$ cat src/rtl/assert_macros.svh
// Assertion helpers for the RTL file that checks its own logic.
// Every check samples on the rising edge of clk and is off while rst is high.
`ifndef ASSERT_MACROS_SVH
`define ASSERT_MACROS_SVH

// Check that a condition holds at every clock edge.
`define CHECK_ALWAYS(label, cond) \
  label: assert property (@(posedge clk) disable iff (rst) (cond)) \
    else $error("check failed: condition does not hold");

// Check that a consequence holds in the same cycle as its cause.
`define CHECK_SAME(label, cause, effect) \
  label: assert property (@(posedge clk) disable iff (rst) (cause) |-> (effect)) \
    else $error("check failed: same-cycle implication");

// Check that a consequence holds in the cycle after its cause.
`define CHECK_NEXT(label, cause, effect) \
  label: assert property (@(posedge clk) disable iff (rst) (cause) |=> (effect)) \
    else $error("check failed: next-cycle implication");

`endif

$ cat src/rtl/ouk_pkg.sv
// ----------------------------------------------------------------------------
// ouk_pkg
// Shared sizes, codes and cell control type of the ordered unique key list.
// ----------------------------------------------------------------------------
package ouk_pkg;

  localparam int CAPACITY   = 64;
  localparam int KEY_BITS   = 32;
  localparam int INDEX_BITS = $clog2(CAPACITY);
  localparam int COUNT_BITS = $clog2(CAPACITY + 1);

  typedef logic [KEY_BITS-1:0]   key_t;
  typedef logic [INDEX_BITS-1:0] index_t;
  typedef logic [COUNT_BITS-1:0] count_t;

  typedef enum logic [1:0] {
    CMD_PUSH  = 2'd0,
    CMD_PULL  = 2'd1,
    CMD_FIND  = 2'd2,
    CMD_CLEAR = 2'd3
  } cmd_t;

  typedef enum logic [1:0] {
    ST_DONE    = 2'd0,
    ST_ABSENT  = 2'd1,
    ST_FULL    = 2'd2,
    ST_PRESENT = 2'd3
  } status_t;

  // Control broadcast from the sequencer to every cell of the row
  typedef struct packed {
    logic   compare;   // latch this cell's match against key
    logic   write;     // store key in the cell whose index equals count
    logic   shift;     // cells at or above position take the upper neighbor's key
    key_t   key;
    count_t count;
    index_t position;
  } cell_ctrl_t;

endpackage

$ cat src/rtl/ouk_cell.sv
// ----------------------------------------------------------------------------
// ouk_cell
// One slot of the key row: holds a key, matches it against the broadcast
// key and takes its upper neighbor's key when the row compacts.
// ----------------------------------------------------------------------------
module ouk_cell (
  input  logic                clk,
  input  ouk_pkg::index_t     cell_index,
  input  ouk_pkg::cell_ctrl_t ctrl,
  input  ouk_pkg::key_t       upper_key,
  output ouk_pkg::key_t       slot_key,
  output logic                hit
);

  logic occupied;

  // A slot counts only below the fill level
  assign occupied = ouk_pkg::count_t'(cell_index) < ctrl.count;

  // Latch the match result for the sequencer
  always_ff @(posedge clk) begin
    if (ctrl.compare) begin
      hit <= occupied && (slot_key == ctrl.key);
    end
  end

  // Append into the first free slot, or compact down from the neighbor
  always_ff @(posedge clk) begin
    if (ctrl.write && (ouk_pkg::count_t'(cell_index) == ctrl.count)) begin
      slot_key <= ctrl.key;
    end else if (ctrl.shift && (cell_index >= ctrl.position)) begin
      slot_key <= upper_key;
    end
  end

endmodule

$ cat src/rtl/ordered_unique_key_list_top.sv
// ----------------------------------------------------------------------------
// ordered_unique_key_list_top
// Insertion-ordered list of distinct keys kept in a row of compare cells.
// ----------------------------------------------------------------------------
// From transfer to result, the key is matched in every cell at once, the
// registered match row is encoded into a position, then the row is updated
// (a push appends into the first free cell, a pull has the removed key's cell
// and every cell above it take the upper neighbor's key, a clear empties the
// count) and the result is registered. The next command is taken in the cycle
// after the result is loaded, so commands never overlap; a stalled result
// holds the sequencer in its update step. No clearing pass follows reset.
module ordered_unique_key_list_top (
  input  logic                                 clk,
  input  logic                                 rst,
  input  logic                                 item_valid,
  output logic                                 item_ready,
  input  logic [1:0]                           cmd,
  input  logic [ouk_pkg::KEY_BITS-1:0]         key,
  output logic                                 result_valid,
  input  logic                                 result_ready,
  output logic [1:0]                           status,
  output logic [ouk_pkg::INDEX_BITS-1:0]       position,
  output logic [ouk_pkg::COUNT_BITS-1:0]       entry_count
);

  `include "assert_macros.svh"

  typedef enum logic [1:0] {
    S_IDLE,
    S_ENCODE,
    S_APPLY
  } state_t;

  state_t                      state;
  ouk_pkg::cmd_t               cmd_hold;
  ouk_pkg::key_t               key_hold;
  ouk_pkg::count_t             count;
  ouk_pkg::count_t             count_next;
  ouk_pkg::index_t             found_pos;
  logic                        found;
  ouk_pkg::index_t             enc_pos;
  logic [ouk_pkg::CAPACITY-1:0] hits;
  ouk_pkg::key_t               slot_keys [ouk_pkg::CAPACITY];
  ouk_pkg::cell_ctrl_t         ctrl;
  logic                        accept;
  logic                        apply_go;
  ouk_pkg::status_t            status_next;
  ouk_pkg::index_t             pos_next;
  logic                        do_write;
  logic                        do_shift;

  assign item_ready = (state == S_IDLE);
  assign accept     = item_valid && item_ready;
  assign apply_go   = (state == S_APPLY) && (!result_valid || result_ready);

  // Encode the match row; keys are distinct, so at most one cell hits
  always_comb begin
    enc_pos = '0;
    for (int i = 0; i < ouk_pkg::CAPACITY; i++) begin
      if (hits[i]) begin
        enc_pos = enc_pos | ouk_pkg::index_t'(i);
      end
    end
  end

  // Decide the outcome of the held command
  always_comb begin
    status_next = ouk_pkg::ST_DONE;
    pos_next    = '0;
    count_next  = count;
    do_write    = 1'b0;
    do_shift    = 1'b0;
    case (cmd_hold)
      ouk_pkg::CMD_PUSH: begin
        if (found) begin
          status_next = ouk_pkg::ST_PRESENT;
          pos_next    = found_pos;
        end else if (count == ouk_pkg::count_t'(ouk_pkg::CAPACITY)) begin
          status_next = ouk_pkg::ST_FULL;
        end else begin
          pos_next   = count[ouk_pkg::INDEX_BITS-1:0];
          count_next = count + ouk_pkg::count_t'(1);
          do_write   = 1'b1;
        end
      end
      ouk_pkg::CMD_PULL: begin
        if (found) begin
          pos_next   = found_pos;
          count_next = count - ouk_pkg::count_t'(1);
          do_shift   = 1'b1;
        end else begin
          status_next = ouk_pkg::ST_ABSENT;
        end
      end
      ouk_pkg::CMD_FIND: begin
        if (found) begin
          pos_next = found_pos;
        end else begin
          status_next = ouk_pkg::ST_ABSENT;
        end
      end
      default: begin
        count_next = '0;
      end
    endcase
  end

  // Broadcast control to the cell row
  always_comb begin
    ctrl.compare  = accept;
    ctrl.write    = apply_go && do_write;
    ctrl.shift    = apply_go && do_shift;
    ctrl.key      = (state == S_IDLE) ? key : key_hold;
    ctrl.count    = count;
    ctrl.position = found_pos;
  end

  // Row of cells, each compacting from its upper neighbor
  for (genvar i = 0; i < ouk_pkg::CAPACITY; i++) begin : g_cell
    ouk_pkg::key_t upper;
    if (i == ouk_pkg::CAPACITY - 1) begin : g_top
      assign upper = slot_keys[i];
    end else begin : g_mid
      assign upper = slot_keys[i+1];
    end
    ouk_cell u_cell (
      .clk        (clk),
      .cell_index (ouk_pkg::index_t'(i)),
      .ctrl       (ctrl),
      .upper_key  (upper),
      .slot_key   (slot_keys[i]),
      .hit        (hits[i])
    );
  end

  // Sequence the command and hold the registered result
  always_ff @(posedge clk) begin
    if (rst) begin
      state        <= S_IDLE;
      count        <= '0;
      result_valid <= 1'b0;
    end else begin
      if (result_valid && result_ready) begin
        result_valid <= 1'b0;
      end
      case (state)
        S_IDLE: begin
          if (accept) begin
            cmd_hold <= ouk_pkg::cmd_t'(cmd);
            key_hold <= key;
            state    <= S_ENCODE;
          end
        end
        S_ENCODE: begin
          found     <= |hits;
          found_pos <= enc_pos;
          state     <= S_APPLY;
        end
        S_APPLY: begin
          if (apply_go) begin
            count        <= count_next;
            status       <= status_next;
            position     <= pos_next;
            entry_count  <= count_next;
            result_valid <= 1'b1;
            state        <= S_IDLE;
          end
        end
        default: begin
          state <= S_IDLE;
        end
      endcase
    end
  end

  // Self checks
  `CHECK_ALWAYS(a_count_bound, count <= ouk_pkg::count_t'(ouk_pkg::CAPACITY))
  `CHECK_NEXT(a_one_at_a_time, accept, !item_ready)
  `CHECK_SAME(a_full_means_full, result_valid && (status == ouk_pkg::ST_FULL),
              entry_count == ouk_pkg::count_t'(ouk_pkg::CAPACITY))
  `CHECK_SAME(a_absent_pos_zero, result_valid && (status == ouk_pkg::ST_ABSENT), position == '0)

endmodule
$ cat config.mk
export PLATFORM = sky130hd
export DESIGN_NAME = ordered_unique_key_list_top
export DESIGN_NICKNAME = d
export VERILOG_FILES = /design/src/rtl/ouk_pkg.sv /design/src/rtl/ouk_cell.sv /design/src/rtl/ordered_unique_key_list_top.sv
export VERILOG_INCLUDE_DIRS = /design/src /design/src/rtl
export SDC_FILE = /design/constraint.sdc
export NUM_CORES = 2
export LEC_CHECK = 0
export BUFFER_PORTS_ARGS = -buffer_cell sky130_fd_sc_hd__buf_2
export CELL_PAD_IN_SITES_DETAIL_PLACEMENT = 2
export CELL_PAD_IN_SITES_GLOBAL_PLACEMENT = 2
export CORE_MARGIN = 4
export CORE_UTILIZATION = 45
export CTS_CLUSTER_SIZE = 16
export DETAILED_ROUTE_END_ITERATION = 10
export PLACE_DENSITY_LB_ADDON = 0.1
export SLEW_MARGIN = 20
export SYNTH_ARGS = -nofsm -noshare
export SYNTH_HDL_FRONTEND = slang
export SYNTH_HIERARCHICAL = 1
export SYNTH_SLANG_ARGS = --single-unit
$ cat constraint.sdc
create_clock -name clk -period 7.3 [get_ports clk]
set_clock_uncertainty 0.15 [all_clocks]
set_input_delay 0.73 -clock clk [delete_from_list [all_inputs] [get_ports clk]]
set_output_delay 0.73 -clock clk [all_outputs]
set_load 0.05 [all_outputs]
# ---- Word level (Yosys, flattened, before mapping)
# Cells that the tools add are included.
dict set report word_totals {
  in_bits 38
  regBits 2178
  out_inout_bits 17
}
dict set report op_classes {
  bitwise_logic 1
  n_eq_ne 134
  n_reduce_logical 275
  muxes 333
  add_sub_neg 2
  magnitude_cmp 127
}
# cell count
set op_table {}
lappend op_table {{$mux W32} 196}
lappend op_table {{$eq A32 B32 Y1} 64}
lappend op_table {{$mux W6} 47}
lappend op_table {{$eq A6 B7 Y1 const A} 32}
lappend op_table {{$lt A6 B7 Y1 const A} 32}
lappend op_table {{$logic_and A1 B1 Y1} 196}
lappend op_table {{$ge A6 B6 Y1 const A} 31}
lappend op_table {{$reduce_bool A2 Y1} 68}
lappend op_table {{$eq A5 B7 Y1 const A} 16}
lappend op_table {{$lt A5 B7 Y1 const A} 16}
lappend op_table {{$ge A5 B6 Y1 const A} 16}
lappend op_table {{$mux W7} 12}
lappend op_table {{$mux W5} 16}
lappend op_table {{$reduce_or A64 Y1} 1}
lappend op_table {{$eq A4 B7 Y1 const A} 8}
lappend op_table {{$lt A4 B7 Y1 const A} 8}
lappend op_table {{$mux W2} 26}
lappend op_table {{$ge A4 B6 Y1 const A} 8}
lappend op_table {{$mux W4} 8}
lappend op_table {{$eq A3 B7 Y1 const A} 4}
lappend op_table {{$lt A3 B7 Y1 const A} 4}
lappend op_table {{$ge A3 B6 Y1 const A} 4}
lappend op_table {{$pmux W7 S3} 1}
lappend op_table {{$mux W1} 20}
lappend op_table {{23 further kinds} 38}

# ---- Depth between registers and ports, before layout
dict set report logic_depth {
  depth_word 65
  depth_mapped 11
  mapped_depth_nobuf 9
}

# ---- By module
# Netlist, hierarchy kept.
# module cells_each instances area_each_um2
set modules_own_cells {}
lappend modules_own_cells {ouk_cell 153 64 2168.3}
lappend modules_own_cells {ordered_unique_key_list_top 320 1 3549.7}

# ---- Least setup slack after synthesis
# Ideal clock, no wire load.
dict set report synth_path {
  kind {input-to-reg}
  startpoint {input result_ready}
  endpoint {register g_cell[0].u_cell.slot_key[0] (enable)}
  t_arrival_ps 5606
  n_path_buf 0
  required_time_ps 6680
  setup_ps 470
  path_slack_ps 1075
  stages 5
  path_cell_list {nor2b_1 nor2_1 and2_1 nand2_1 o31ai_1}
}
# element line
set synth_rtl {}
lappend synth_rtl {{start: declaration} ordered_unique_key_list_top.sv:20} ;# input logic result_ready,
lappend synth_rtl {{end signal: assignment} ouk_cell.sv:30} ;# slot_key <= ctrl.key;
lappend synth_rtl {{end signal: assignment} ouk_cell.sv:32} ;# slot_key <= upper_key;
lappend synth_rtl {{end: declaration} ouk_cell.sv:11} ;# output ouk_pkg::key_t slot_key,

==> run summary <==
After detailed routing, the number of vias per cell comes to 5.78. Summed over all cells, the static leakage comes to 67.9 nW. The synthesized area per cell was 14.1 um^2.

STA classifies the critical path startpoint as a register. In the finished design, the share of the clock period the worst path needs comes to 74.9%. The floorplan has 206 rows. For the number of buffers inserted by post-CTS setup repair, the log shows 0. The synthesized design contains 2168 enable-type register cells. For the headroom to the max-slew limit, the log shows 20.9%. For the total number of clock tree sinks, the log shows 2178.

The setup slack of the critical path after layout was 1.83 ns. The logs give 5 for the number of H-tree branching levels and 51.1% for the core occupancy in the finished layout. For the number of antenna-violating nets in the routed design, the log shows 0. The flow ran to the end, and the final reports show no timing, DRC or antenna violations.

For the DRC violation total after the first TritonRoute iteration, the log shows 6597. Buffers placed on the I/O ports in this run total 54. STA classifies the critical path endpoint as a register. The min-delay analysis places its worst path in the category input pin to register. TritonCTS created 270 clock buffers.

The logs give 0 for the final max-slew violation count and 142000 um^2 for the post-synth design cell area. In this run the worst path has a maximum fanout of 40. TritonCTS built the clock tree.

Setup repair after global routing left no endpoint under its margin. The floorplan step set the die width to 570 um. The run gives 55 as the number of top-level pins. Detailed placement finished with a half-perimeter wire length of 327 mm.

The later pin in the worst-skew pair is clocked with a latency of 0.91 ns. Number of hold violations in the final report: 0. The final routed DRC violation total is 0, and the final routed wire length divided by cell count is 31.3 um. The cell sitting at the root of the clock tree is a sky130_fd_sc_hd__clkbuf_16. Data arrives at the worst endpoint at 5.84 ns.

Across the VDD grid, the largest voltage drop is 0.165 mV. The via count of the first global-routing pass was 99.8k. The final-layout fill cell count was 29.4k; the power per cell area was 192 nW/um^2. The run gives 488 mm as the final wirelength. Before antenna repair, the detailed router went through 6 iterations. Max-cap violation count: 0. After synthesis the netlist holds a flip-flop and latch count of 2178. For the worst setup path, the data required time is 7.67 ns. The number of warnings reported in the yosys synthesis log was 6.

The synthesis-to-layout area growth works out to 13.1%. The prevailing post-synth register cell is sky130_fd_sc_hd__edfxtp_1. The floorplan step defined a die boundary enclosing 325000 um^2.

Measured along the y axis, the die boundary spans 570 um. The clock period minus worst slack is 5.47 ns. The critical path is of the register to register type. Final weighted congestion in routability-driven placement: 0.855.

The tools report the peak clock frequency supported by timing as 0.183 GHz. Of all flip-flops after synthesis, the portion carrying an async set or reset was 0%. For this block, the via count after detailed routing is 90.0k. The total number of nets in the final design was 12.0k. The clock input transition at the sequential cells of the worst setup and hold paths came out at 0.06 ns.

The summed negative setup slack over all endpoints was 0 ns; the worst hold slack was 0.418 ns. Synthesis produced 10.1k cells. Setup violations remaining at the end of the flow were counted as 0. The number of different library cells used by synthesis comes to 58.

The aggregate global routing overflow came out at 0. The post-route netlist has 25.5% of its cells at a drive strength greater than 1. The first global-routing pass estimated 703 mm of wire. OpenSTA, run right after detailed placement, puts the worst setup slack at 1.90 ns.

The completed layout was analyzed and its total power is 30.9 mW. The tools report the area of the placeable core as 315000 um^2. In this run the deepest clock path goes through 4 buffers. The total track usage is 29.3%, and the sequential area share after synthesis is 45.9%.

The largest net degree at the start of global routing was 72; the actual transition at the worst max-transition pin was 1.19 ns. Once the floorplan was initialized, standard cells occupied 45.2% of the core. The number of antenna violations at the first check in global routing was 12.
kinds of logic (layout without fill, tap and decap cells):
| family | count (synthesis) | in the layout | synth area share (%) |
|---|---|---|---|
| AND/OR/NAND/NOR | 1542 | 1542 | 7.16 |
| multiplexers | 2083 | 2083 | 21.4 |
| adder cells (fa/ha/maj) | 775 | 775 | 6.81 |
| buffers and inverters | 926 | 1519 | 3.46 |
| XOR/XNOR | 2048 | 2048 | 12.6 |
| other | 2 | 710 | 0.00528 |
| AO/OA/AOI/OAI | 558 | 558 | 2.70 |
| flip-flops | 2178 | 2178 | 45.9 |
Yosys cell counts, types with 3 or more instances:
master | number | area (um^2)
sky130_fd_sc_hd__and3b_1 | 129 | 1130
sky130_fd_sc_hd__ha_1 | 775 | 9700
sky130_fd_sc_hd__nor2_1 | 162 | 608
sky130_fd_sc_hd__a21boi_0 | 129 | 968
sky130_fd_sc_hd__a31oi_1 | 6 | 37.5
sky130_fd_sc_hd__nand4_1 | 72 | 450
sky130_fd_sc_hd__xor2_1 | 1984 | 17400
sky130_fd_sc_hd__or4_1 | 5 | 37.5
sky130_fd_sc_hd__o31ai_1 | 65 | 488
sky130_fd_sc_hd__and3_1 | 69 | 432
sky130_fd_sc_hd__nand2b_1 | 133 | 832
sky130_fd_sc_hd__buf_2 | 5 | 25.0
sky130_fd_sc_hd__nor2b_1 | 69 | 432
sky130_fd_sc_hd__a22oi_1 | 5 | 37.5
sky130_fd_sc_hd__mux2_2 | 226 | 2540
sky130_fd_sc_hd__dfxtp_1 | 10 | 200
sky130_fd_sc_hd__inv_1 | 717 | 2690
sky130_fd_sc_hd__mux2_4 | 1856 | 27900
sky130_fd_sc_hd__edfxtp_1 | 2168 | 65100
sky130_fd_sc_hd__xnor2_1 | 64 | 561
sky130_fd_sc_hd__and2_1 | 7 | 43.8
sky130_fd_sc_hd__o21a_1 | 64 | 480
sky130_fd_sc_hd__nor3_1 | 11 | 55.1
sky130_fd_sc_hd__clkbuf_1 | 12 | 45.0
sky130_fd_sc_hd__o21ai_0 | 73 | 365
sky130_fd_sc_hd__nor4_1 | 590 | 3690
sky130_fd_sc_hd__nand2_1 | 77 | 289
sky130_fd_sc_hd__nand3_1 | 139 | 696
sky130_fd_sc_hd__o211ai_1 | 65 | 488
sky130_fd_sc_hd__a211oi_1 | 64 | 480
sky130_fd_sc_hd__and4b_1 | 3 | 30.0
sky130_fd_sc_hd__a21oi_1 | 71 | 355
sky130_fd_sc_hd__nand4_4 | 64 | 1360
sky130_fd_sc_hd__buf_6 | 192 | 2160
final cells by class:
class	count	area [um^2]	share of cell area, %
inverter	717	2690	1.67
clock buffer	319	6980	4.34
antenna	6	15.0	0.00932
clock inverter	166	1880	1.17
timing repair buffer	317	2770	1.72
multi-input combinational	7710	76200	47.3
sequential	2178	65300	40.6
tap	4160	5200	3.23
layer usage:
layer  global-route usage, %  vias to the layer above  wire length [um]
met4                    10.4                        2             19500
met1                    37.7                    47700            206000
met3                    3.42                      864             22900
li1                        -                    38900                 -
met5                       0                        -                13
met2                    50.8                     2539            239000
worst max-delay path, cell delays in order, from the launching register on:
cell	delay, ns
sky130_fd_sc_hd__edfxtp_1	0.43
sky130_fd_sc_hd__inv_1	0.12
sky130_fd_sc_hd__ha_1	0.47
sky130_fd_sc_hd__nor2b_1	0.61
sky130_fd_sc_hd__and3_4	1.02
sky130_fd_sc_hd__buf_12	0.32
sky130_fd_sc_hd__and3_1	0.25
sky130_fd_sc_hd__nand4_4	0.65
sky130_fd_sc_hd__a21boi_0	0.39
sky130_fd_sc_hd__o31ai_4	0.10
sky130_fd_sc_hd__buf_4	0.42
state kept, by name, indices dropped and copies added, names as in the netlist, 2 cells and up:
signal and count:
position 6, found_pos 6, cmd_hold 2, count 7
g_cell.u_cell/slot_key 2048, entry_count 7, g_cell.u_cell/hit 64, state 2
status 2, key_hold 32
layout by cell type, fill, tap and decap left out, types with 54 or more instances in the layout:
| cell | netlist | final |
|---|---|---|
| sky130_fd_sc_hd__and3_1 | 69 | 68 |
| sky130_fd_sc_hd__nand2b_1 | 133 | 133 |
| sky130_fd_sc_hd__a21oi_1 | 71 | 71 |
| sky130_fd_sc_hd__xnor2_1 | 64 | 64 |
| sky130_fd_sc_hd__nand4_1 | 72 | 72 |
| sky130_fd_sc_hd__o21a_1 | 64 | 64 |
| sky130_fd_sc_hd__a21boi_0 | 129 | 129 |
| sky130_fd_sc_hd__clkbuf_16 | 0 | 272 |
| sky130_fd_sc_hd__mux2_2 | 226 | 194 |
| sky130_fd_sc_hd__and3b_1 | 129 | 129 |
| sky130_fd_sc_hd__nand3_1 | 139 | 139 |
| sky130_fd_sc_hd__xor2_1 | 1984 | 1984 |
| sky130_fd_sc_hd__conb_1 | 2 | 704 |
| sky130_fd_sc_hd__buf_4 | 0 | 191 |
| sky130_fd_sc_hd__nor2b_1 | 69 | 69 |
| sky130_fd_sc_hd__inv_1 | 717 | 717 |
| sky130_fd_sc_hd__nand2_1 | 77 | 77 |
| sky130_fd_sc_hd__mux2_4 | 1856 | 1856 |
| sky130_fd_sc_hd__o21ai_0 | 73 | 73 |
| sky130_fd_sc_hd__nor4_1 | 590 | 583 |
| sky130_fd_sc_hd__o31ai_4 | 0 | 64 |
| sky130_fd_sc_hd__nand4_4 | 64 | 64 |
| sky130_fd_sc_hd__nor2_1 | 162 | 160 |
| sky130_fd_sc_hd__o211ai_1 | 65 | 65 |
| sky130_fd_sc_hd__edfxtp_1 | 2168 | 2168 |
| sky130_fd_sc_hd__ha_1 | 775 | 775 |
| sky130_fd_sc_hd__a211oi_1 | 64 | 64 |
| sky130_fd_sc_hd__buf_2 | 5 | 54 |
what timing repair did:
item                      CTS  global route
gates resized for setup     0             0
hold buffers               38             0
hold endpoints to repair   37             0
final timing paths:
check / slack [ns] / startpoint / cells past startpoint / endpoint
max reg2reg: 1.83 / cmd_hold[1] / 10 / g_cell[23].u_cell/slot_key[3]
max: 1.83 / cmd_hold[1] / 10 / g_cell[23].u_cell/slot_key[3]
min: 0.42 / key[3] / 2 / key_hold[3]
min reg2reg: 0.43 / g_cell[47].u_cell/slot_key[6] / 1 / g_cell[46].u_cell/slot_key[6]
through the flow:
| stage | instances | instance area, um^2 |
|---|---|---|
| after floorplan | 10800 | 145000 |
| after global placement | 15000 | 152000 |
| after detailed placement | 15000 | 152000 |
| after CTS | 15600 | 161000 |
| after global routing | 15600 | 161000 |
| final | 15600 | 161000 |
where the power goes:
group,switching [mW],internal (mW)
combinational,2.44,1.03
clock,5.72,8.04
sequential,0.0790,13.6
total,8.24,22.7
No activity file was read; power rests on OpenSTA's default activity.
